`src/rtl/core/stereo_feedback_delay_tone_macros.svh`:
```
// Assertion macros for the stereo feedback delay with tone filter.
// Taken in by the top level; needs nothing else.
`ifndef STEREO_FEEDBACK_DELAY_TONE_MACROS_SVH
`define STEREO_FEEDBACK_DELAY_TONE_MACROS_SVH

// Same-cycle implication, checked at every rising clock edge outside reset
`define SFDT_ASSERT_IMPL(label, clk, rst, ante, cons, msg) \
   label: assert property (@(posedge clk) disable iff (rst) (ante) |-> (cons)) \
      else $error(msg);

// Next-cycle implication, checked at every rising clock edge outside reset
`define SFDT_ASSERT_NEXT(label, clk, rst, ante, cons, msg) \
   label: assert property (@(posedge clk) disable iff (rst) (ante) |=> (cons)) \
      else $error(msg);

`endif

```
`src/rtl/core/sfdt_pkg.sv`:
```
// Shared types and constants of the stereo feedback delay with tone filter.
// Used by sfdt_mac and stereo_feedback_delay_tone; depends on nothing.
package sfdt_pkg;

   // Register field widths
   localparam int DELAY_W    = 15;
   localparam int WET_W      = 17;
   localparam int DRY_W      = 18;
   localparam int FB_W       = 15;
   localparam int LP_W       = 16;
   localparam int LMIX_W     = 18;
   localparam int HMIX_W     = 17;

   // Signed coefficient width at the multiplier, and accumulator guard bits
   localparam int COEF_W     = 19;
   localparam int ACC_GUARD  = 22;

   // Shortest tap distance
   localparam int MIN_DELAY  = 4;

   // Configuration port
   localparam int CSR_ADDR_W = 5;
   localparam int CSR_DATA_W = 32;
   localparam int REG_IDX_W  = 3;

   localparam logic [REG_IDX_W-1:0] REG_DELAY_LEFT    = 3'd0;
   localparam logic [REG_IDX_W-1:0] REG_DELAY_RIGHT   = 3'd1;
   localparam logic [REG_IDX_W-1:0] REG_WET_GAIN      = 3'd2;
   localparam logic [REG_IDX_W-1:0] REG_DRY_GAIN      = 3'd3;
   localparam logic [REG_IDX_W-1:0] REG_FEEDBACK_GAIN = 3'd4;
   localparam logic [REG_IDX_W-1:0] REG_LOWPASS_COEF  = 3'd5;
   localparam logic [REG_IDX_W-1:0] REG_LOW_MIX       = 3'd6;
   localparam logic [REG_IDX_W-1:0] REG_HIGH_MIX      = 3'd7;

   // Register reset values
   localparam logic [DELAY_W-1:0] DELAY_LEFT_RST    = 15'd8191;
   localparam logic [DELAY_W-1:0] DELAY_RIGHT_RST   = 15'd8846;
   localparam logic [WET_W-1:0]   WET_GAIN_RST      = 17'd18060;
   localparam logic [DRY_W-1:0]   DRY_GAIN_RST      = 18'd58400;
   localparam logic [FB_W-1:0]    FEEDBACK_GAIN_RST = 15'd22708;
   localparam logic [LP_W-1:0]    LOWPASS_COEF_RST  = 16'd1180;
   localparam logic [LMIX_W-1:0]  LOW_MIX_RST       = 18'd0;
   localparam logic [HMIX_W-1:0]  HIGH_MIX_RST      = 17'd65536;

   // Control of one multiply-accumulate operation
   typedef struct packed {
      logic                     issue;  // start an operation this cycle
      logic                     first;  // restart the accumulator
      logic                     sub;    // operand is x - y instead of x + y
      logic signed [COEF_W-1:0] coef;
   } mac_ctl_type;

endpackage

```
`src/rtl/core/sfdt_mac.sv`:
```
// Shared multiply-accumulate unit: pre-add, multiply, accumulate, round.
// Depends on sfdt_pkg for the control struct and coefficient width.
module sfdt_mac #(
   parameter int SAMPLE_WIDTH   = 24,
   parameter int COEF_FRAC_BITS = 16
) (
   input  logic                                              clock,
   input  logic                                              reset,
   input  sfdt_pkg::mac_ctl_type                             ctl,
   input  logic signed [SAMPLE_WIDTH-1:0]                    x,
   input  logic signed [SAMPLE_WIDTH-1:0]                    y,
   output logic signed [SAMPLE_WIDTH+sfdt_pkg::ACC_GUARD-1:0] rnd
);

   localparam int SUM_W  = SAMPLE_WIDTH + 1;
   localparam int PROD_W = SUM_W + sfdt_pkg::COEF_W;
   localparam int ACC_W  = SAMPLE_WIDTH + sfdt_pkg::ACC_GUARD;

   // Rounding offset: half an LSB of the result, preloaded into the accumulator
   localparam logic signed [ACC_W-1:0] HALF =
      {{(ACC_W-COEF_FRAC_BITS){1'b0}}, 1'b1, {(COEF_FRAC_BITS-1){1'b0}}};

   logic                               v0_ff, v1_ff;
   logic                               first0_ff, first1_ff;
   logic signed [SUM_W-1:0]            sum_ff;
   logic signed [sfdt_pkg::COEF_W-1:0] coef_ff;
   logic signed [PROD_W-1:0]           prod_ff;
   logic signed [ACC_W-1:0]            acc_ff;
   logic signed [SUM_W-1:0]            sum_in;

   // Pre-add stage operand
   always_comb begin
      if (ctl.sub) begin
         sum_in = SUM_W'(x) - SUM_W'(y);
      end else begin
         sum_in = SUM_W'(x) + SUM_W'(y);
      end
   end

   // Advance the operation flags through the stages
   always_ff @(posedge clock) begin
      if (reset) begin
         v0_ff <= 1'b0;
         v1_ff <= 1'b0;
      end else begin
         v0_ff <= ctl.issue;
         v1_ff <= v0_ff;
      end
   end

   // Pre-add, multiply and accumulate
   always_ff @(posedge clock) begin
      first0_ff <= ctl.first;
      sum_ff    <= sum_in;
      coef_ff   <= ctl.coef;
      first1_ff <= first0_ff;
      prod_ff   <= coef_ff * sum_ff;
      if (v1_ff) begin
         if (first1_ff) begin
            acc_ff <= HALF + ACC_W'(prod_ff);
         end else begin
            acc_ff <= acc_ff + ACC_W'(prod_ff);
         end
      end
   end

   // Floor after the half offset gives round half up
   assign rnd = acc_ff >>> COEF_FRAC_BITS;

endmodule

```
`config.mk`:
```
export PLATFORM = sky130hd
export DESIGN_NAME = sfdt_mac
export DESIGN_NICKNAME = d
export VERILOG_FILES = /design/src/rtl/core/stereo_feedback_delay_tone_macros.svh /design/src/rtl/core/sfdt_pkg.sv /design/src/rtl/core/sfdt_mac.sv
export SDC_FILE = /design/constraint.sdc
export NUM_CORES = 2
export LEC_CHECK = 0
export BUFFER_PORTS_ARGS = -buffer_cell sky130_fd_sc_hd__clkbuf_2
export CORE_MARGIN = 4
export CORE_UTILIZATION = 25
export DETAILED_ROUTE_END_ITERATION = 6
export PLACE_DENSITY = 0.49
export SLEW_MARGIN = 20
export SYNTH_ARGS = -nofsm -noshare
export SYNTH_HDL_FRONTEND = slang
export SYNTH_SLANG_ARGS = --single-unit
```
`constraint.sdc`:
```
create_clock -name clock -period 14.2 [get_ports clock]
set_input_delay 1.42 -clock clock [delete_from_list [all_inputs] [get_ports clock]]
set_output_delay 1.42 -clock clock [all_outputs]
set_load 0.005 [all_outputs]
```
==> run summary <==
The run gives 0.801 as the global placer's final weighted congestion. In the final routed layout, each cell accounts on average for 15.9 µm. After detailed routing, the total wire length is 67,200 µm.

The flow ran to the end, and the final reports show no timing, DRC or antenna violations. Clock latency of the later-clocked register in the worst-skew pair: 0.49 ns. Counting flops with a built-in enable in the synthesized netlist gives 46. Using the TritonRoute via totals, the vias-per-cell ratio works out to 4.32. The tree is rooted in a sky130_fd_sc_hd__clkbuf_16. The clock net in this run drives a total of 138 sinks. The sort of element at the start of the critical path was a flop. Post-CTS timing repair inserted 0 buffers for setup. Of all nets on the critical path, the largest fanout is 25. The final global-route overflow total is 0, and the half-perimeter wire length after placement is 54,600 µm. The synthesized netlist contains 76 unique library cells. In the synthesized netlist the dominant register cell turns out to be sky130_fd_sc_hd__dfxtp_1. The die is 329 µm wide. The async set-or-reset flop fraction in the synthesized netlist is 0.

TritonCTS built the clock tree. Hold repair after CTS inserted 0 buffers. For this design the top-level I/O count stands at 118. The headroom to the max-slew limit was 0.298. By area the synthesized netlist is led by sky130_fd_sc_hd__fa_1 37%, sky130_fd_sc_hd__ha_1 9.5%, sky130_fd_sc_hd__inv_1 7.2%. Setup repair after global routing left no endpoint under its margin. The transition time at the pin with the least slew margin is 1.05 ns.

The critical path is of the flop to flop type. The number of synthesized register bits came out at 138. Cell accounting for the most synthesized area: sky130_fd_sc_hd__fa_1. The floorplan step set the die height to 329 µm. For this run, the top clock speed supported by timing is 0.130 GHz. The average instance area after synthesis was 9.09 µm²; the total routing usage reported by global routing was 0.127.

The worst hold path belongs to the class flop to flop. Total number of placement rows: 117. The fraction of layout cells with a size suffix above 1 is 0.0683, and the total via count in the routed design is 18,300. Sort of element at the end of the critical path: a flop. For the worst setup path, the data arrival time is 8.05 ns. The worst hold path was traced through 0 stages. Entering global routing, the biggest net connects 77 pins. Clock-pin slew was measured on the worst setup and hold paths at 0.07 ns.

Final net count: 3,584. The first global-routing pass estimated 108,000 µm of wire. The run gives 25,800 µm² as the post-synthesis instance area. The core region is 102,000 µm².

The tools report the startpoint of the most critical register-to-register path as coef_ff[1]. The run gives 19,300 as the via count of the first global-routing pass. The count of buffers added on input and output ports is 117.

The area growth from synthesis to final layout was 8.97%. Max-cap violations in this run came to 0. The area fraction of the dominant cell type after synthesis works out to 0.367. The path with the worst hold slack has its endpoint at first1_ff. The starting density of the core was 0.253; the time the final worst path needs with I/O delays and setup was 7.68 ns.

The tools report the worst min-delay path startpoint as first0_ff. The sequential area share after synthesis was 0.125; the setup slack of the most critical reg-to-reg path was 6.52 ns. The end of the worst register-to-register path is prod_ff[40]. The DRC marker count from the first detailed-route iteration was 1,026. The final number of setup-violating endpoints is 0. The pre-antenna-repair detailed-routing pass consisted of 5 iterations. The tools report the post-route setup TNS as 0 ns. In this run the number of H-tree levels came out at 4.

Clock skew on the completed layout was measured at 0.0173 ns. The number of instances in the synthesized netlist is 2,837, and the share of the cycle needed by the critical path after routing is 0.541. The number of clock buffers added by TritonCTS is 17. The initial antenna violation count was 1; the number of warning messages in the yosys log was 0.

The count of instances resized after the clock tree is built is 0. The area enclosed by the die boundary came out at 108,000 µm². The tools report the number of pins with negative max-slew slack in the final report as 0.

Counting cells, the worst reg-to-reg path comes to 20. The synthesized netlist net count came out at 3,578. For this run, design rule violations remaining after detail routing come to 0.

The logs give 2 for the maximum buffer depth of the clock tree and 0 for the hold violation total from the final report. STA puts the critical path data required time at 14.57 ns. The tools report the final antenna-violating net count as 0.
-- cell usage after synthesis (46+ instances only) --
| master | n |
|---|---|
| sky130_fd_sc_hd__a21o_1 | 65 |
| sky130_fd_sc_hd__and2_1 | 222 |
| sky130_fd_sc_hd__clkbuf_1 | 109 |
| sky130_fd_sc_hd__o21ai_0 | 52 |
| sky130_fd_sc_hd__edfxtp_1 | 46 |
| sky130_fd_sc_hd__buf_4 | 46 |
| sky130_fd_sc_hd__inv_1 | 494 |
| sky130_fd_sc_hd__xnor2_1 | 95 |
| sky130_fd_sc_hd__nand2_1 | 351 |
| sky130_fd_sc_hd__dfxtp_1 | 92 |
| sky130_fd_sc_hd__fa_1 | 473 |
| sky130_fd_sc_hd__xor2_1 | 49 |
| sky130_fd_sc_hd__ha_1 | 196 |
| sky130_fd_sc_hd__nor2_1 | 98 |
| sky130_fd_sc_hd__a21oi_1 | 102 |
-- routing by layer --
| layer | up-vias | GRT usage | part of all wire |
|---|---|---|---|
| met2 | 252 | 0.203 | 0.45 |
| met3 | 46 | 0.0153 | 0.028 |
| met1 | 9124 | 0.180 | 0.50 |
| met4 | 0 | 0.0336 | 0.018 |
| met5 | - | 0 | 0 |
| li1 | 8849 | - | - |
-- cell type report --
class	count	area, µm²
Antenna cell	1	2.50
Clock buffer	17	425
Clock inverter	15	150
Fill cell	11000	73900
Inverter	494	1850
Multi-Input combinational cell	2049	20000
Sequential cell	138	3230
Tap cell	1368	1710
Timing Repair Buffer	143	781
-- stage by stage --
stage	hold slack [ns]	area [µm²]	std cells	utilization	worst slack [ns]
after floorplan	0.310	25800	2837	-	7.46
after global placement	0.316	27500	4192	0.270	6.64
after detailed placement	0.317	27500	4192	0.270	6.48
after CTS	0.333	28100	4224	0.275	6.50
after global routing	0.333	28100	4224	0.275	6.13
final	0.329	28100	4225	0.275	6.52
-- how the worst max path moves through the flow --
stage                from           to  slack [ns]  depth (start not counted)
5_1_grt        coef_ff[1]  prod_ff[40]        6.13                         20
2_1_floorplan  sum_ff[24]  prod_ff[40]        7.46                         22
3_3_place_gp   sum_ff[10]  prod_ff[43]        6.64                         22
3_5_place_dp   coef_ff[1]  prod_ff[40]        6.48                         20
6_report       coef_ff[1]  prod_ff[40]        6.52                         20
4_1_cts        coef_ff[1]  prod_ff[40]        6.50                         20
-- worst max-delay path, stage by stage (launching register included) --
cell,delay [ns]
sky130_fd_sc_hd__dfxtp_1,0.92
sky130_fd_sc_hd__nand2_1,0.20
sky130_fd_sc_hd__inv_1,0.18
sky130_fd_sc_hd__fa_1,0.46
sky130_fd_sc_hd__inv_1,0.23
sky130_fd_sc_hd__fa_1,0.50
sky130_fd_sc_hd__fa_1,0.75
sky130_fd_sc_hd__inv_1,0.28
sky130_fd_sc_hd__fa_1,0.52
sky130_fd_sc_hd__fa_1,0.58
sky130_fd_sc_hd__fa_1,0.46
sky130_fd_sc_hd__ha_1,0.31
sky130_fd_sc_hd__ha_1,0.34
sky130_fd_sc_hd__and2_1,0.20
sky130_fd_sc_hd__nand3_1,0.16
sky130_fd_sc_hd__nor2_1,0.06
sky130_fd_sc_hd__a21oi_1,0.20
sky130_fd_sc_hd__o31ai_4,0.14
sky130_fd_sc_hd__o41ai_4,0.44
sky130_fd_sc_hd__nor3_1,0.08
sky130_fd_sc_hd__or4b_1,0.51
-- state kept, by name (all words and copies together) (netlist names) --
register   flops
v0_ff          1
prod_ff       44
sum_ff        25
first0_ff      1
acc_ff        46
coef_ff       19
first1_ff      1
v1_ff          1
-- cells by family after synthesis --
kind of cell | Yosys count | synth area share
fa+ha+maj | 669 | 0.462
buf+inv | 650 | 0.101
mux | 12 | 0.00475
flops | 138 | 0.125
simple gates | 848 | 0.161
xor+xnor | 144 | 0.0489
compound gates | 376 | 0.0969
-- placed cells by master (no fill, tap or decap), drive strengths merged, types with 15 or more instances in the layout --
master and count:
nand2 351, and3 15, edfxtp 46, clkbuf 134, o21ai 87, nand2b 19
a21o 65, xnor2 95, nor2 98, fa 473, a21oi 105, ha 196
inv 504, dfxtp 92, nor3 28, buf 26, xor2 49, nor2b 33
nand3 34, and2 222
Power is left out: the tool's default activity adds up to more than one toggle a clock period on the data nets, which glitch-free logic cannot reach.
